[config.mk]
export PLATFORM = sky130hd
export DESIGN_NAME = cbq_regs
export DESIGN_NICKNAME = d
export VERILOG_FILES = /design/src/rtl/cbq_pkg.sv /design/src/rtl/cbq_regs.sv
export SDC_FILE = /design/constraint.sdc
export NUM_CORES = 1
export LEC_CHECK = 0
export BUFFER_PORTS_ARGS = -buffer_cell sky130_fd_sc_hd__buf_2
export CELL_PAD_IN_SITES_DETAIL_PLACEMENT = 0
export CELL_PAD_IN_SITES_GLOBAL_PLACEMENT = 1
export CORE_ASPECT_RATIO = 1.75
export CORE_MARGIN = 4
export CORE_UTILIZATION = 20
export DETAILED_ROUTE_END_ITERATION = 10
export GPL_TIMING_DRIVEN = 0
export PLACE_DENSITY = 0.81
export SYNTH_ARGS = -nofsm -noshare
export SYNTH_HDL_FRONTEND = slang
export SYNTH_SLANG_ARGS = --single-unit
[constraint.sdc]
create_clock -name aclk -period 1.81 [get_ports aclk]
set_input_delay 0.0905 -clock aclk [delete_from_list [all_inputs] [get_ports aclk]]
set_output_delay 0.0905 -clock aclk [all_outputs]
set_load 0.02 [all_outputs]
[src/rtl/cbq_pkg.sv]
// Shared types and constants for the cascaded biquad filter core.
// Depends on nothing; every other file takes names from here by scope.
`default_nettype none

package cbq_pkg;

    // Fixed formats of the datapath
    localparam int SAMPLE_WIDTH      = 24;
    localparam int SIGNAL_WIDTH      = 32;
    localparam int COEF_WIDTH        = 32;
    localparam int DELAY_WIDTH       = 40;
    localparam int DELAY_FRAC        = 8;
    localparam int COEFS_PER_SECTION = 5;

    // Defaults for the top-level parameters
    localparam int MAX_SECTIONS_DEF   = 128;
    localparam int COEF_FRAC_BITS_DEF = 30;

    // Configuration port
    localparam int PADDR_W = 3;
    localparam int PDATA_W = 32;
    localparam logic REG_BYPASS   = 1'b0;
    localparam logic REG_SECTIONS = 1'b1;

    // Input beat function codes
    localparam logic FUNC_SAMPLE = 1'b0;
    localparam logic FUNC_COEF   = 1'b1;

    // Coefficient index codes, also the order of products within a section
    localparam logic [2:0] COEF_B0 = 3'd0;
    localparam logic [2:0] COEF_B1 = 3'd1;
    localparam logic [2:0] COEF_B2 = 3'd2;
    localparam logic [2:0] COEF_A1 = 3'd3;
    localparam logic [2:0] COEF_A2 = 3'd4;

    typedef struct packed {
        logic                           func;
        logic signed [SAMPLE_WIDTH-1:0] sample_in;
        logic        [6:0]              coef_section;
        logic        [2:0]              coef_index;
        logic signed [COEF_WIDTH-1:0]   coef_value;
    } in_beat_t;

    typedef struct packed {
        logic signed [SAMPLE_WIDTH-1:0] sample_out;
        logic                           saturated;
    } out_beat_t;

    // Sequencer to datapath controls
    typedef struct packed {
        logic       load_x;
        logic       mul_en;
        logic       acc_en;
        logic [2:0] acc_slot;
        logic       d_rd_en;
        logic       d_wr_en;
        logic       d_wr_zero;
    } ctl_t;

endpackage

`default_nettype wire

[src/rtl/cbq_regs.sv]
// Configuration registers (bypass, sections in use) behind the APB-style port.
// Depends on cbq_pkg.
`default_nettype none

module cbq_regs (
    input  wire logic                         aclk,
    input  wire logic                         aresetn,
    input  wire logic                         psel,
    input  wire logic                         penable,
    input  wire logic                         pwrite,
    input  wire logic [cbq_pkg::PADDR_W-1:0]  paddr,
    input  wire logic [cbq_pkg::PDATA_W-1:0]  pwdata,
    output logic      [cbq_pkg::PDATA_W-1:0]  prdata,
    output logic                              pready,
    output logic                              bypass,
    output logic      [7:0]                   sections_in_use
);

    logic       bypass_reg;
    logic [7:0] sections_reg;
    logic       wr_en;

    assign wr_en  = psel && penable && pwrite;
    assign pready = 1'b1;

    always_ff @(posedge aclk) begin
        if (!aresetn) begin
            bypass_reg   <= 1'b0;
            sections_reg <= 8'd0;
        end else if (wr_en) begin
            unique case (paddr[2])
                cbq_pkg::REG_BYPASS:   bypass_reg   <= pwdata[0];
                cbq_pkg::REG_SECTIONS: sections_reg <= pwdata[7:0];
                default: ;
            endcase
        end
    end

    always_comb begin
        unique case (paddr[2])
            cbq_pkg::REG_BYPASS:   prdata = {{(cbq_pkg::PDATA_W-1){1'b0}}, bypass_reg};
            cbq_pkg::REG_SECTIONS: prdata = {{(cbq_pkg::PDATA_W-8){1'b0}}, sections_reg};
            default:               prdata = '0;
        endcase
    end

    assign bypass          = bypass_reg;
    assign sections_in_use = sections_reg;

endmodule

`default_nettype wire

==> impl_metrics.json <==
{
  "outcome": "complete, no violations",
  "ys_seq_area_frac": 0.285,
  "regArea_um2": 180,
  "required_ps": 1720,
  "cts_tree": "done",
  "r2r_cells": 2,
  "worstPathArrival_ps": 960,
  "drv_cap": 0,
  "rr_endpoint": "sections_in_use[0]",
  "clkTransAtPathRegs_ps": 50,
  "dieArea_mm2": 0.00416,
  "cp_cell_sequence": "mux2_2 -> buf_2",
  "grt_pass1_vias": 520,
  "irDropWorstVdd_mv": 0.278,
  "cellPowerDensity_mw_per_mm2": 606,
  "hold_buffers": 0,
  "final_common_cell": "buf_2",
  "max_stage_delay_ps": 310,
  "leakagePower_nw": 0.556,
  "drv_slew": 0,
  "cpLargestDelayFamily": "flip-flops",
  "cts.sinks": 9,
  "ant_nets": 0,
  "vias": 570,
  "cts-htree-levels": 1,
  "syn2layout_area_growth_pct": 52.1,
  "n_fill_cell": 342,
  "grt-ovfl-total": 0,
  "die_w_um": 50.5,
  "insertedDiodeCount": 0,
  "postCtsSetupBuffers": 0,
  "portBuffers": 29,
  "syn-cell-area_um2": 632,
  "cts.repair.resized": 0,
  "crit_type": "reg2out",
  "rsz0062_at_grt": "no",
  "routed_via_density": 3.29,
  "nets": 172,
  "met2_length_um": 704,
  "initial_utilization": 0.211,
  "final_cell_mix": "buf_2 (31), buf_4 (25), conb_1 (25)",
  "gp_congestion": 0.708,
  "p_sw_frac": 0.283,
  "synth_cell_types": 11,
  "synth_seq_cells": 9,
  "power.switching_mw": 0.165,
  "largest_reg_flops": 8,
  "rows": 26,
  "hold_viol_final": 0,
  "fin_crit_ps": 1050,
  "m1WireLength_um": 590,
  "antenna_found_initial": 0,
  "timing.fmax_ghz": 0.955,
  "pwr-share-clk": 0.398,
  "hold_path.startpoint": "pwdata[5]",
  "numCtsBuffers": 3,
  "highest_layer": "met3",
  "hold_end": "sections_in_use[5]",
  "dp_hpwl_um": 1290,
  "power_mw": 0.582,
  "ios": 82,
  "setup_viol": 0,
  "drt_iter0_markers": 10,
  "grt_pass1_wl_um": 2360,
  "wl_per_cell_um": 8.88,
  "grt_max_degree": 11,
  "design.core.area_mm2": 0.00299,
  "grt_usage": 0.0750,
  "syn_inst": 75,
  "crit_path_end_kind": "primary output",
  "layout-drive-gt1-share": 0.519,
  "r2r-start": "sections_in_use[0]",
  "p_comb_frac": 0.248,
  "route.detailed.drc": 0,
  "setup_tns_ps": 0,
  "crit_path_start_kind": "flop",
  "clock_path_buffers": 2,
  "dr.pass1.iters": 4,
  "cts_root_buffer": "clkbuf_8",
  "finalCritPeriodShare": 0.579,
  "multi_input_area_um2": 329,
  "p_seq_frac": 0.354,
  "internal_power_mw": 0.417,
  "synth.avg_cell_area_um2": 8.42,
  "slowest_stage": "dfxtp_1",
  "hold_depth": 3,
  "cp.buffers_inverters": 1,
  "hp-class": "in2reg",
  "fin_worst_skew_ps": 0,
  "yosys_warnings": 0,
  "drt-total-wl_um": 1540,
  "met3_length_um": 242,
  "cp_max_fo": 3,
  "clk_latency_ps": 230,
  "rrSetupSlack_ps": 1220,
  "fp.dieH_um": 82.4
}
==> metrics by stage <==
| step | instance area [um2] | util | hold WS, ps | setup WS, ps | std cells |
|---|---|---|---|---|---|
| floorplan | 718 | - | 233 | 1020 | 98 |
| global placement | 916 | 0.306 | 341 | 926 | 169 |
| detailed placement | 916 | 0.306 | 350 | 891 | 169 |
| CTS | 961 | 0.321 | 103 | 755 | 173 |
| global route | 961 | 0.321 | 110 | 732 | 173 |
| finish | 961 | 0.321 | 106 | 763 | 173 |
==> tightest hold or removal path, cell delays in order <==
cell and delay [ps]:
buf_2 100, nand2_1 50, mux2i_1 50
==> metal layers <==
metal,GRT usage,vias up
met5,0,-
met4,0.0323,0
met3,0.0305,0
met2,0.135,44
met1,0.0753,231
li1,-,295
==> power by group through the flow <==
stage	combinational [mW]	clock, mW	sequential [mW]
2_1_floorplan	0.110	0	0.215
3_3_place_gp	0.142	0	0.210
3_5_place_dp	0.143	0	0.210
4_1_cts	0.143	0.241	0.206
5_1_grt	0.157	0.250	0.206
6_report	0.144	0.232	0.206
==> cell families after synthesis <==
family / count (synthesis) / share of synthesized area
other cells: 2 / 0.0119
simple gates: 26 / 0.212
flops: 9 / 0.285
buf+inv: 28 / 0.331
mux: 10 / 0.160
==> area by class of cell <==
class	count	area share
Buffer	28	0.217
Multi-Input combinational cell	61	0.342
Timing Repair Buffer	29	0.151
Tap cell	42	0.0547
Clock buffer	4	0.0469
Sequential cell	9	0.188
==> cell usage after synthesis (all sizes together) <==
master | count | share of area
and2 | 7 | 0.083
and4 | 1 | 0.014
buf | 28 | 0.33
conb | 2 | 0.012
dfxtp | 9 | 0.29
mux2 | 1 | 0.018
mux2i | 9 | 0.14
nand2 | 17 | 0.10
nand4b | 1 | 0.014
==> how the worst max path moves through the flow <==
stage	from	endpoint	slack, ps	cells after the start
6_report	sections_in_use[0]	prdata[0]	760	2
5_1_grt	bypass	prdata[0]	730	2
4_1_cts	sections_in_use[0]	prdata[0]	750	2
3_5_place_dp	paddr[2]	sections_in_use[2]	890	4
3_3_place_gp	paddr[2]	sections_in_use[6]	930	4
2_1_floorplan	sections_in_use[0]	prdata[0]	1020	1
(Power assumes the default switching activity.)
