### src/rtl/cbq_pkg.sv
// Shared types and constants for the cascaded biquad filter core.
// Depends on nothing; every other file takes names from here by scope.
`default_nettype none

package cbq_pkg;

    // Fixed formats of the datapath
    localparam int SAMPLE_WIDTH      = 24;
    localparam int SIGNAL_WIDTH      = 32;
    localparam int COEF_WIDTH        = 32;
    localparam int DELAY_WIDTH       = 40;
    localparam int DELAY_FRAC        = 8;
    localparam int COEFS_PER_SECTION = 5;

    // Defaults for the top-level parameters
    localparam int MAX_SECTIONS_DEF   = 128;
    localparam int COEF_FRAC_BITS_DEF = 30;

    // Configuration port
    localparam int PADDR_W = 3;
    localparam int PDATA_W = 32;
    localparam logic REG_BYPASS   = 1'b0;
    localparam logic REG_SECTIONS = 1'b1;

    // Input beat function codes
    localparam logic FUNC_SAMPLE = 1'b0;
    localparam logic FUNC_COEF   = 1'b1;

    // Coefficient index codes, also the order of products within a section
    localparam logic [2:0] COEF_B0 = 3'd0;
    localparam logic [2:0] COEF_B1 = 3'd1;
    localparam logic [2:0] COEF_B2 = 3'd2;
    localparam logic [2:0] COEF_A1 = 3'd3;
    localparam logic [2:0] COEF_A2 = 3'd4;

    typedef struct packed {
        logic                           func;
        logic signed [SAMPLE_WIDTH-1:0] sample_in;
        logic        [6:0]              coef_section;
        logic        [2:0]              coef_index;
        logic signed [COEF_WIDTH-1:0]   coef_value;
    } in_beat_t;

    typedef struct packed {
        logic signed [SAMPLE_WIDTH-1:0] sample_out;
        logic                           saturated;
    } out_beat_t;

    // Sequencer to datapath controls
    typedef struct packed {
        logic       load_x;
        logic       mul_en;
        logic       acc_en;
        logic [2:0] acc_slot;
        logic       d_rd_en;
        logic       d_wr_en;
        logic       d_wr_zero;
    } ctl_t;

endpackage

`default_nettype wire

### src/rtl/cbq_seq.sv
// Sequencer: clear sweep, beat acceptance, and the product schedule per section.
// Depends on cbq_pkg; drives cbq_coef_mem and cbq_mac.
`default_nettype none

module cbq_seq #(
    parameter int MAX_SECTIONS = cbq_pkg::MAX_SECTIONS_DEF
) (
    input  wire logic                                      aclk,
    input  wire logic                                      aresetn,
    input  wire logic                                      s_valid,
    input  wire cbq_pkg::in_beat_t                         s_data,
    output logic                                           s_ready,
    input  wire logic                                      bypass,
    input  wire logic [7:0]                                sections_in_use,
    input  wire logic                                      out_free,
    output logic                                           out_load,
    output logic                                           coef_wr_en,
    output logic [$clog2(MAX_SECTIONS*5)-1:0]              coef_wr_addr,
    output logic                                           coef_rd_en,
    output logic [$clog2(MAX_SECTIONS*5)-1:0]              coef_rd_addr,
    output cbq_pkg::ctl_t                                  ctl,
    output logic [((MAX_SECTIONS > 1) ? $clog2(MAX_SECTIONS) : 1)-1:0] d_rd_addr,
    output logic [((MAX_SECTIONS > 1) ? $clog2(MAX_SECTIONS) : 1)-1:0] d_wr_addr
);

    localparam int SEC_W = (MAX_SECTIONS > 1) ? $clog2(MAX_SECTIONS) : 1;
    localparam int CA_W  = $clog2(MAX_SECTIONS * cbq_pkg::COEFS_PER_SECTION);
    localparam int CNT_W = $clog2(MAX_SECTIONS + 1);
    localparam int CMP_W = (CNT_W > 8) ? CNT_W : 8;

    localparam logic [SEC_W-1:0] SEC_LAST = SEC_W'(MAX_SECTIONS - 1);
    localparam logic [CMP_W-1:0] SEC_CNT  = CMP_W'(MAX_SECTIONS);
    localparam logic [CA_W-1:0]  SEC_STEP = CA_W'(cbq_pkg::COEFS_PER_SECTION);

    localparam logic [1:0] ST_CLEAR = 2'd0;
    localparam logic [1:0] ST_IDLE  = 2'd1;
    localparam logic [1:0] ST_RUN   = 2'd2;
    localparam logic [1:0] ST_DONE  = 2'd3;

    logic [1:0]       state_reg,    state_next;
    logic [SEC_W-1:0] clr_cnt_reg,  clr_cnt_next;
    logic [SEC_W-1:0] last_sec_reg, last_sec_next;
    logic             iss_act_reg,  iss_act_next;
    logic [2:0]       iss_slot_reg, iss_slot_next;
    logic [SEC_W-1:0] iss_sec_reg,  iss_sec_next;
    logic [CA_W-1:0]  iss_base_reg, iss_base_next;
    logic             mul_vld_reg;
    logic [2:0]       mul_slot_reg;
    logic [SEC_W-1:0] mul_sec_reg;
    logic             acc_vld_reg;
    logic [2:0]       acc_slot_reg;
    logic [SEC_W-1:0] acc_sec_reg;

    logic             accept;
    logic             take_sample;
    logic             sec_ok;
    logic             coef_write;
    logic [CMP_W-1:0] used_cnt;
    logic [CMP_W-1:0] eff_cnt;
    logic             pass_thru;
    logic             wb_fire;

    assign s_ready     = (state_reg == ST_IDLE);
    assign accept      = s_valid && s_ready;
    assign take_sample = accept && (s_data.func == cbq_pkg::FUNC_SAMPLE);
    assign sec_ok      = (32'(s_data.coef_section) < 32'(MAX_SECTIONS));
    assign coef_write  = accept && (s_data.func == cbq_pkg::FUNC_COEF) && sec_ok
                         && (s_data.coef_index <= cbq_pkg::COEF_A2);

    assign used_cnt  = CMP_W'(sections_in_use);
    assign eff_cnt   = (used_cnt > SEC_CNT) ? SEC_CNT : used_cnt;
    assign pass_thru = bypass || (used_cnt == '0);
    assign wb_fire   = acc_vld_reg && (acc_slot_reg == cbq_pkg::COEF_A2);

    always_comb begin
        state_next    = state_reg;
        clr_cnt_next  = clr_cnt_reg;
        last_sec_next = last_sec_reg;
        iss_act_next  = iss_act_reg;
        iss_slot_next = iss_slot_reg;
        iss_sec_next  = iss_sec_reg;
        iss_base_next = iss_base_reg;
        out_load      = 1'b0;
        unique case (state_reg)
            ST_CLEAR: begin
                clr_cnt_next = clr_cnt_reg + 1'b1;
                if (clr_cnt_reg == SEC_LAST) begin
                    state_next = ST_IDLE;
                end
            end
            ST_IDLE: begin
                if (take_sample) begin
                    last_sec_next = SEC_W'(eff_cnt - 1'b1);
                    iss_slot_next = cbq_pkg::COEF_B0;
                    iss_sec_next  = '0;
                    iss_base_next = '0;
                    if (pass_thru) begin
                        state_next = ST_DONE;
                    end else begin
                        state_next   = ST_RUN;
                        iss_act_next = 1'b1;
                    end
                end
            end
            ST_RUN: begin
                // Step through b0, b1, b2, a1, a2 of each section in turn
                if (iss_act_reg) begin
                    if (iss_slot_reg == cbq_pkg::COEF_A2) begin
                        iss_slot_next = cbq_pkg::COEF_B0;
                        iss_sec_next  = iss_sec_reg + 1'b1;
                        iss_base_next = iss_base_reg + SEC_STEP;
                        if (iss_sec_reg == last_sec_reg) begin
                            iss_act_next = 1'b0;
                        end
                    end else begin
                        iss_slot_next = iss_slot_reg + 1'b1;
                    end
                end
                if (wb_fire && (acc_sec_reg == last_sec_reg)) begin
                    state_next = ST_DONE;
                end
            end
            ST_DONE: begin
                if (out_free) begin
                    out_load   = 1'b1;
                    state_next = ST_IDLE;
                end
            end
            default: state_next = ST_CLEAR;
        endcase
    end

    always_ff @(posedge aclk) begin
        if (!aresetn) begin
            state_reg   <= ST_CLEAR;
            clr_cnt_reg <= '0;
            iss_act_reg <= 1'b0;
            mul_vld_reg <= 1'b0;
            acc_vld_reg <= 1'b0;
        end else begin
            state_reg   <= state_next;
            clr_cnt_reg <= clr_cnt_next;
            iss_act_reg <= iss_act_next;
            mul_vld_reg <= iss_act_reg;
            acc_vld_reg <= mul_vld_reg;
        end
    end

    always_ff @(posedge aclk) begin
        last_sec_reg <= last_sec_next;
        iss_slot_reg <= iss_slot_next;
        iss_sec_reg  <= iss_sec_next;
        iss_base_reg <= iss_base_next;
        mul_slot_reg <= iss_slot_reg;
        mul_sec_reg  <= iss_sec_reg;
        acc_slot_reg <= mul_slot_reg;
        acc_sec_reg  <= mul_sec_reg;
    end

    // Coefficient store ports
    assign coef_wr_en   = coef_write;
    assign coef_wr_addr = CA_W'({s_data.coef_section, 2'b00}) + CA_W'(s_data.coef_section)
                          + CA_W'(s_data.coef_index);
    assign coef_rd_en   = iss_act_reg;
    assign coef_rd_addr = iss_base_reg + CA_W'(iss_slot_reg);

    // Delay memory ports: clear sweep, clear on coefficient write, write-back
    assign d_rd_addr = mul_sec_reg;

    always_comb begin
        priority if (state_reg == ST_CLEAR) begin
            d_wr_addr = clr_cnt_reg;
        end else if (state_reg == ST_RUN) begin
            d_wr_addr = acc_sec_reg;
        end else begin
            d_wr_addr = SEC_W'(s_data.coef_section);
        end
    end

    always_comb begin
        ctl.load_x    = take_sample;
        ctl.mul_en    = mul_vld_reg;
        ctl.acc_en    = acc_vld_reg;
        ctl.acc_slot  = acc_slot_reg;
        ctl.d_rd_en   = mul_vld_reg && (mul_slot_reg == cbq_pkg::COEF_B0);
        ctl.d_wr_en   = (state_reg == ST_CLEAR) || coef_write
                        || ((state_reg == ST_RUN) && wb_fire);
        ctl.d_wr_zero = (state_reg != ST_RUN);
    end

endmodule

`default_nettype wire

### config.mk
export PLATFORM = sky130hd
export DESIGN_NAME = cbq_seq
export DESIGN_NICKNAME = d
export VERILOG_FILES = /design/src/rtl/cbq_pkg.sv /design/src/rtl/cbq_seq.sv
export SDC_FILE = /design/constraint.sdc
export NUM_CORES = 1
export LEC_CHECK = 0
export BUFFER_PORTS_ARGS = -buffer_cell sky130_fd_sc_hd__buf_2
export CORE_MARGIN = 2
export CORE_UTILIZATION = 53
export DETAILED_ROUTE_END_ITERATION = 8
export PLACE_DENSITY_LB_ADDON = 0.1
export SLEW_MARGIN = 20
export SYNTH_ARGS = -nofsm -noshare
export SYNTH_HDL_FRONTEND = slang
export SYNTH_SLANG_ARGS = --single-unit
### constraint.sdc
create_clock -name aclk -period 7.1 [get_ports aclk]
set_input_delay 1.42 -clock aclk [delete_from_list [all_inputs] [get_ports aclk]]
set_output_delay 1.42 -clock aclk [all_outputs]
set_load 0.02 [all_outputs]
==> out/metrics.cfg, run 1 <==
[run_status]
status = finished, final reports clean

[grt]
grt_first_pass_wirelength_mm = 10.56
grt_pass1_vias = 2282
overflow = 0
antenna_found_initial = 0
track_usage_pct = 20.72
grt_max_degree = 23

[die]
die_width_um = 82.56
core-area_mm2 = 0.005956
num_rows = 28
io_pins = 127
dieArea_mm2 = 0.006815
initial_core_util_pct = 54.92
dieHeight_um = 82.56

[clock_tree]
h-tree-depth = 3
cts_resized = 0
cts_setup_buffers = 0
clkTransAtPathRegs_ns = 0.06
cts_tree = done
cts_sinks = 59
cts_made_buffers = 9
root_buffer = clkbuf_8
clk_latency_ns = 0.33
clockBufferDepth = 2
cts_hold_buffers = 0

[layout]
n_fill_cell = 537
final_cell_area_mm2 = 0.003851
diodes = 0
finish.utilization_pct = 64.66
largest_reg_flops = 10
area_delta_synth_final_pct = 17.75
drive_above_1_share_pct = 21.50
nets = 504

[detailed_routing]
drc = 0
ant_nets = 0
drtIter0Drc = 100
num_vias = 2471
first_pass_iters = 4
totalWireLength_mm = 6.507
via_per_inst = 5.202
wl_per_cell_um = 13.70

[place]
place.gp.congestion = 0.8483
dp_hpwl_mm = 4.996
place_area_mm2 = 0.003665
port_buffers = 70

[sta]
worst_clock_skew_ns = 0.01164
slew-limit-headroom_pct = 47.54
fmax_ghz = 0.1921
setup_violations = 0
finalCriticalPeriod_ns = 5.207
fin_tns_setup_ns = 0
hold_slack_ns = 0.3457
rsz0062_at_grt = false
finalHoldViolations = 0
tightest_slew_ns = 0.7869
slew_violations = 0
period_share_pct = 73.33

[synth]
syn_inst = 324
yosysMostFrequentCell = dfxtp_1
synth_top_cell_area_share_pct = 24.79
synth_area_mm2 = 0.003271
synth.avg_cell_area_um2 = 10.09
synth_cell_types = 40
ys.flop_type = dfxtp_1
yosys-top-cells-count = dfxtp_1, edfxtp_1, ha_1, xor2_1, nor2_1
synth_top_cells_by_area = edfxtp_1, dfxtp_1, ha_1
synth-async-reset-ratio_pct = 0
synth_largest_area_cell = edfxtp_1
synth_edf_count = 27
ys_seq_elements = 59
yosys_warnings = 0
yosysSeqAreaShare_pct = 44.38
syn_nets = 433

[critical_path]
crit_type = in2out
worstReg2RegEnd = iss_slot_reg[2]$_SDFFCE_PP0P_
max_stage_delay_ns = 0.53
slowest_stage = fa_1
start_kind = primary input
rr_worst_depth = 5
rrSetupSlack_ns = 4.49
crit_arrival_ns = 3.79
cp.required_ns = 5.68
end_kind = output pin
path_max_fanout = 2
r2r-start = state_reg[0]$_SDFFE_PN0P_
path_cells = buf_2, inv_1, fa_1, inv_1, fa_1, a21o_1, a21oi_1, nor2b_1, o31ai_1, a21boi_0, buf_2

[power_and_ir_drop]
leakagePower_nw = 1.665
power_w = 0.0009762
power_density_mw_per_mm2 = 253.5
vdd_drop_max_mv = 0.1632
internal_power_w = 0.0006540
switching_share_pct = 33.01
switchingPower_w = 0.0003223
clkPwrFrac_pct = 29.4
seqPwrFrac_pct = 43.0
comb_power_share_pct = 27.6

[min_path]
hold_start = d_rd_addr[1]$_DFF_P_
hold_end = acc_sec_reg[1]$_DFF_P_
hold_path.class = reg2reg
whs_path_depth = 0

[flow_run]
maxCapViolCount = 0

## routing by layer
layer / up-vias / wire length, um / track usage (%)
met2: 54 / 2955 / 32.74
met1: 1137 / 3250 / 27.74
met4: 0 / 41 / 4.590
met5: - / 0 / 0
met3: 5 / 259 / 6.848
li1: 1275 / - / -
## area by class of cell
class	instances	area, um2	share of cell area [%]
multi-input cells	234	1687	43.79
clock inverters	5	55.05	1.430
well taps	75	93.84	2.437
inverters	20	75.07	1.949
repair buffers	71	357.8	9.292
flip-flops and latches	59	1451	37.69
clock buffers	11	131.4	3.411
## critical path: cells and delay by family
kind	cells	cell delay, ns
buffers and inverters	4	0.39
and+or+nand+nor	1	0.10
AOI/OAI and AO/OA	4	0.88
adders and majority gates	2	1.00
## worst max path at each step
stage,start,end
4_1_cts,s_data[34],coef_wr_addr[7]
6_report,s_data[34],coef_wr_addr[7]
5_1_grt,s_data[34],coef_wr_addr[7]
3_5_place_dp,s_data[34],coef_wr_addr[7]
3_3_place_gp,s_data[34],coef_wr_addr[7]
2_1_floorplan,s_data[34],coef_wr_addr[7]
## stage by stage
step | worst slack, ns | std cells
after floorplan | 1.988 | 324
after global placement | 1.945 | 459
after detailed placement | 1.905 | 459
after CTS | 1.896 | 475
after global routing | 1.708 | 475
final | 1.893 | 475
## placed cells by master (no fill, tap or decap), types with 6 or more instances in the layout
master,netlist,final
nand2_1,18,18
xnor2_1,18,18
buf_2,0,70
ha_1,26,26
and2_1,10,10
mux2i_1,9,9
inv_1,19,19
o21ai_0,21,21
xor2_1,25,25
or3_1,8,8
clkbuf_8,0,9
dfxtp_1,32,32
edfxtp_1,27,27
nand2b_1,6,6
a21oi_1,16,16
nand4_1,7,7
nor2_1,23,23
## power by group through the flow
stage	Combinational [W]	Sequential, W	Clock [W]
2_1_floorplan	0.000189	0.000426	0
3_3_place_gp	0.000266	0.000426	0
3_5_place_dp	0.000270	0.000427	0
4_1_cts	0.000271	0.000419	0.000294
5_1_grt	0.000298	0.000424	0.000312
6_report	0.000269	0.000419	0.000287
## logic make-up after synthesis
kind of cell | Yosys count | synth area share [%]
adder cells (fa/ha/maj) | 29 | 11.78
AO/OA/AOI/OAI | 54 | 9.832
flip-flops | 59 | 44.38
AND/OR/NAND/NOR | 99 | 15.68
buffers and inverters | 31 | 4.055
XOR/XNOR | 43 | 11.51
multiplexers | 9 | 2.755
Note: power is estimated with default switching activity, not from simulation.
==> inputs of run 2 (changes only) <==
Settings changed: ABC_AREA set to 1, CORE_UTILIZATION 53 to 50.
Clock period 7.1 ns to 5 ns, I/O delays scaled along.
==> run 2 against run 1 <==
Against the previous run:
- die area increased by 9.2%
- critical path type unchanged
- worst setup slack got worse by 0.95 ns
- sequential power is 50% higher
- first-iteration DRC count up 20%
- clock skew is essentially flat
==> out/metrics.cfg, run 2 <==
[die]
die_width_um = 86.28
dieArea_mm2 = 0.007443
num_rows = 29
dieHeight_um = 86.28
initial_core_util_pct = 52.40
io_pins = 127
core-area_mm2 = 0.006459

[synth]
synth-async-reset-ratio_pct = 0
syn_inst = 417
synth_edf_count = 27
synth.avg_cell_area_um2 = 8.116
synth_area_mm2 = 0.003384
yosys-top-cells-count = nand2_1, inv_1, nor2_1, a21oi_1, dfxtp_1
yosysMostFrequentCell = nand2_1
yosysSeqAreaShare_pct = 42.88
synth_cell_types = 31
yosys_warnings = 0
synth_largest_area_cell = edfxtp_1
ys.flop_type = dfxtp_1
synth_top_cell_area_share_pct = 23.96
syn_nets = 526
synth_top_cells_by_area = edfxtp_1, dfxtp_1, ha_1
ys_seq_elements = 59

[layout]
area_delta_synth_final_pct = 18.41
n_fill_cell = 585
instances_no_fill = 571
largest_reg_flops = 10
mostFrequentLayoutCells = nand2_1, buf_2, inv_1, nor2_1, a21oi_1
finish.utilization_pct = 62.05
final_common_cell = nand2_1
diodes = 0
nets = 598
drive_above_1_share_pct = 18.22

[grt]
overflow = 0
grt_pass1_vias = 2816
antenna_found_initial = 0
grt_first_pass_wirelength_mm = 12.35
grt_max_degree = 24
track_usage_pct = 20.99

[place]
place.gp.congestion = 0.8192
place_inst = 555
port_buffers = 70
dp_hpwl_mm = 5.595
post-place-ws_ns = 0.9502

[critical_path]
crit_type = in2out
cp.required_ns = 4.00
cp_top_family = adder cells
crit_arrival_ns = 3.06
cp_common_cell = nor2_1
crit_buf_inv = 4
path_max_fanout = 2
start_kind = primary input
path_cells = buf_2, inv_1, fa_1, inv_1, fa_1, nand3_1, nand3_1, nand2_1, nand2_1, a21oi_1, nor2_1, nor2_1, nor2_1, buf_2
end_kind = output pin
slowest_stage = fa_1
max_stage_delay_ns = 0.52

[power_and_ir_drop]
seqPwrFrac_pct = 37.5
switching_share_pct = 36.92
leakagePower_nw = 1.951
switchingPower_w = 0.0006181
clkPwrFrac_pct = 29.0
comb_power_share_pct = 33.6
internal_power_w = 0.001056
vdd_drop_max_mv = 0.2625
power_density_mw_per_mm2 = 417.8

[detailed_routing]
drc = 0
via_per_inst = 5.021
drtIter0Drc = 120
num_vias = 2867
wl_per_cell_um = 12.53
totalWireLength_mm = 7.153
first_pass_iters = 4
ant_nets = 0

[sta]
slew-limit-headroom_pct = 46.47
fin_tns_setup_ns = 0
rsz0062_at_grt = false
tightest_slew_ns = 0.8030
worst_slack_ns = 0.9432
finalHoldViolations = 0
finalCriticalPeriod_ns = 4.057
fmax_ghz = 0.2465
slew_violations = 0
worst_clock_skew_ns = 0.01114
setup_violations = 0
period_share_pct = 81.14

[clock_tree]
h-tree-depth = 3
clkTransAtPathRegs_ns = 0.06
clk_latency_ns = 0.34
cts_made_buffers = 9
cts_hold_buffers = 0
cts_sinks = 59
clockBufferDepth = 2
cts_tree = done
root_buffer = clkbuf_8
cts_resized = 0
cts_setup_buffers = 0

[run_status]
status = finished, final reports clean

[min_path]
hold_path.class = reg2reg

[flow_run]
maxCapViolCount = 0

run 2: worst reg2reg max path: cells and delay by family, from the launching register on:
family | cells | cell delay, ns
AOI/OAI and AO/OA | 1 | 0.44
adders and majority gates | 1 | 0.60
buffers and inverters | 2 | 0.47
DFF | 1 | 0.33
and+or+nand+nor | 1 | 0.76
run 2: per-layer routing:
metal | vias to the layer above | global-route usage, % | part of all wire, %
li1 | 1490 | - | -
met1 | 1304 | 25.14 | 45
met2 | 62 | 37.14 | 48
met3 | 11 | 5.714 | 5.4
met4 | 0 | 5.824 | 1.5
met5 | - | 0 | 0
run 2: worst paths after layout:
path / startpoint / end / slack [ns] / depth (start not counted)
hold reg to reg: d_rd_addr[3]$_DFF_P_ / acc_sec_reg[3]$_DFF_P_ / 0.35 / 0
setup / recovery: s_data[34] / coef_wr_addr[9] / 0.94 / 14
setup reg to reg: state_reg[0]$_SDFFE_PN0P_ / iss_base_reg[1]$_SDFFCE_PN0P_ / 2.03 / 5
hold / removal: d_rd_addr[3]$_DFF_P_ / acc_sec_reg[3]$_DFF_P_ / 0.35 / 0
run 2: cell families after synthesis:
kind of cell / after synthesis / share of synthesized area (%)
simple gates: 160 / 19.74
xor+xnor: 27 / 6.987
compound gates: 64 / 9.760
buf+inv: 78 / 9.242
flops: 59 / 42.88
fa+ha+maj: 29 / 11.39
run 2: area by class of cell:
cell class / instances / area [um2] / area share [%]
sequential: 59 / 1451 / 36.22
tap: 77 / 96.34 / 2.404
clock buffer: 12 / 176.4 / 4.402
multi-input combinational: 280 / 1620 / 40.43
timing repair buffer: 70 / 350.3 / 8.742
inverter: 69 / 259.0 / 6.463
clock inverter: 4 / 53.80 / 1.342
run 2: power by group through the flow:
stage | clock, W | combinational (W) | sequential [W]
2_1_floorplan | 0 | 0.000391 | 0.000641
3_3_place_gp | 0 | 0.000557 | 0.000636
3_5_place_dp | 0 | 0.000563 | 0.000639
4_1_cts | 0.000493 | 0.000566 | 0.000628
5_1_grt | 0.000514 | 0.000633 | 0.000637
6_report | 0.000485 | 0.000562 | 0.000627
run 2: stage by stage:
stage	total power [W]	area (um2)	hold slack (ns)
6_report	0.001674	4008	0.3506
5_1_grt	0.001783	4008	0.3554
4_1_cts	0.001687	4008	0.3515
3_5_place_dp	0.001202	3777	0.3360
3_3_place_gp	0.001193	3777	0.3304
2_1_floorplan	0.001032	3385	0.3311
==> inputs of run 3 (changes only) <==
Settings changed: CORE_UTILIZATION 50 to 45.
Clock period 5 ns to 3.6 ns, I/O delays scaled along.
==> run 3 against run 2 <==
Against the previous run:
- routed wire length grew 2.6%
- largest cell class unchanged
- flip-flop and latch count is the same
- combinational power grew 41%
- via count grew 0.56%
- utilization shrank 6.5 points
- cell area grew 0.50%
==> out/metrics.cfg, run 3 (synthesis gave the netlist of run 2 again) <==
[critical_path]
start_kind = primary input
rr_worst_depth = 7
end_kind = output pin
path_max_fanout = 3
crit_arrival_ns = 2.65
cp.required_ns = 2.88
crit_type = in2out

[clock_tree]
root_buffer = clkbuf_8
cts_tree = done
cts_hold_buffers = 0
clkTransAtPathRegs_ns = 0.07
clk_latency_ns = 0.35
cts_sinks = 59
clockBufferDepth = 2
cts_resized = 0
cts_made_buffers = 9
cts_setup_buffers = 0
h-tree-depth = 3

[detailed_routing]
totalWireLength_mm = 7.342
via_per_inst = 4.837
wl_per_cell_um = 12.32
first_pass_iters = 5
drc = 0
num_vias = 2883
ant_nets = 0
drtIter0Drc = 94

[sta]
fin_tns_setup_ns = 0
finalHoldViolations = 0
fmax_ghz = 0.2964
rsz0062_at_grt = false
setup_violations = 0
finalCriticalPeriod_ns = 3.374
slew_violations = 0
tightest_slew_ns = 0.4818
slew-limit-headroom_pct = 67.88
worst_clock_skew_ns = 0.008932
period_share_pct = 93.71

[die]
die_width_um = 90.73
core-area_mm2 = 0.007253
num_rows = 31
io_pins = 127
dieArea_mm2 = 0.008231
initial_core_util_pct = 46.66
dieHeight_um = 90.73

[power_and_ir_drop]
power_density_mw_per_mm2 = 559.1
vdd_drop_max_mv = 0.3040
leakagePower_nw = 1.948

[grt]
track_usage_pct = 18.37
grt_max_degree = 18
antenna_found_initial = 0
overflow = 0
grt_pass1_vias = 2685
grt_first_pass_wirelength_mm = 12.05

[layout]
area_delta_synth_final_pct = 19.00
mostFrequentLayoutCells = nand2_1, buf_2, inv_1, nor2_1, a21oi_1
final_common_cell = nand2_1
largest_reg_flops = 10
nets = 601
instances_no_fill = 596
diodes = 0
drive_above_1_share_pct = 18.91
finish.utilization_pct = 55.53

[min_path]
hold_path.class = reg2reg
whs_path_depth = 0

[place]
place_inst = 580
dp_hpwl_mm = 5.756
port_buffers = 70
place.gp.congestion = 0.7773

[flow_run]
maxCapViolCount = 0

[run_status]
status = finished, final reports clean

run 3: changes by cell type in the layout (fill, tap and decap cells not counted):
cell	delta
clkbuf_8	-2
clkinv_2	+2
fa_1	-1
clkbuf_16	-1
clkinv_1	+1
a21oi_1	-1
buf_2	-1
a21oi_2	+1
fa_2	+1
buf_4	+4
run 3: worst max-delay path: stages:
cell and delay (ns):
buf_2 0.11, inv_1 0.05, fa_1 0.49, inv_1 0.07, fa_2 0.40, nand3_1 0.09, nand3_1 0.11, nand2_1 0.08
nand2_1 0.06, a21oi_2 0.15, nor2_1 0.06, nor2_1 0.08, nor2_1 0.04, buf_2 0.15
run 3: per-stage QoR:
step	setup slack [ns]	hold slack (ns)	power, W	cell area [um2]
after floorplan	0.2541	0.3311	0.001434	3385
after global placement	0.1179	0.3300	0.001671	3827
after detailed placement	0.09875	0.3351	0.001676	3827
after CTS	0.09115	0.3463	0.002273	4019
after global routing	0.04379	0.3525	0.002388	4028
final	0.2264	0.3425	0.002252	4028
run 3: final timing paths:
path / slack, ns / start / to
setup / recovery: 0.23 / s_data[35] / coef_wr_addr[9]
hold / removal: 0.34 / d_rd_addr[3]$_DFF_P_ / acc_sec_reg[3]$_DFF_P_
hold reg to reg: 0.34 / d_rd_addr[3]$_DFF_P_ / acc_sec_reg[3]$_DFF_P_
setup reg to reg: 1.54 / state_reg[0]$_SDFFE_PN0P_ / iss_sec_reg[5]$_SDFFCE_PN0P_
run 3: metal layers:
metal | share of wire, % | GRT usage, % | vias to the layer above
met3 | 6.0 | 5.760 | 12
met5 | 0 | 0 | -
li1 | - | - | 1498
met2 | 49 | 33.27 | 77
met1 | 44 | 20.29 | 1296
met4 | 1.5 | 6.026 | 0
run 3: area by class of cell:
type | instances | area [um2]
multi-input cells | 280 | 1627
fillers | 701 | 3226
flip-flops and latches | 59 | 1451
clock buffers | 9 | 123.9
clock inverters | 7 | 67.56
well taps | 99 | 123.9
inverters | 69 | 259.0
repair buffers | 73 | 375.4
run 3: where the power goes:
part	internal, W	switching (W)	leakage (nW)	total [W]
clock	0.000316	0.000274	0.0931	0.000590
combinational	0.000269	0.000521	1.34	0.000790
sequential	0.000802	0.0000700	0.519	0.000872
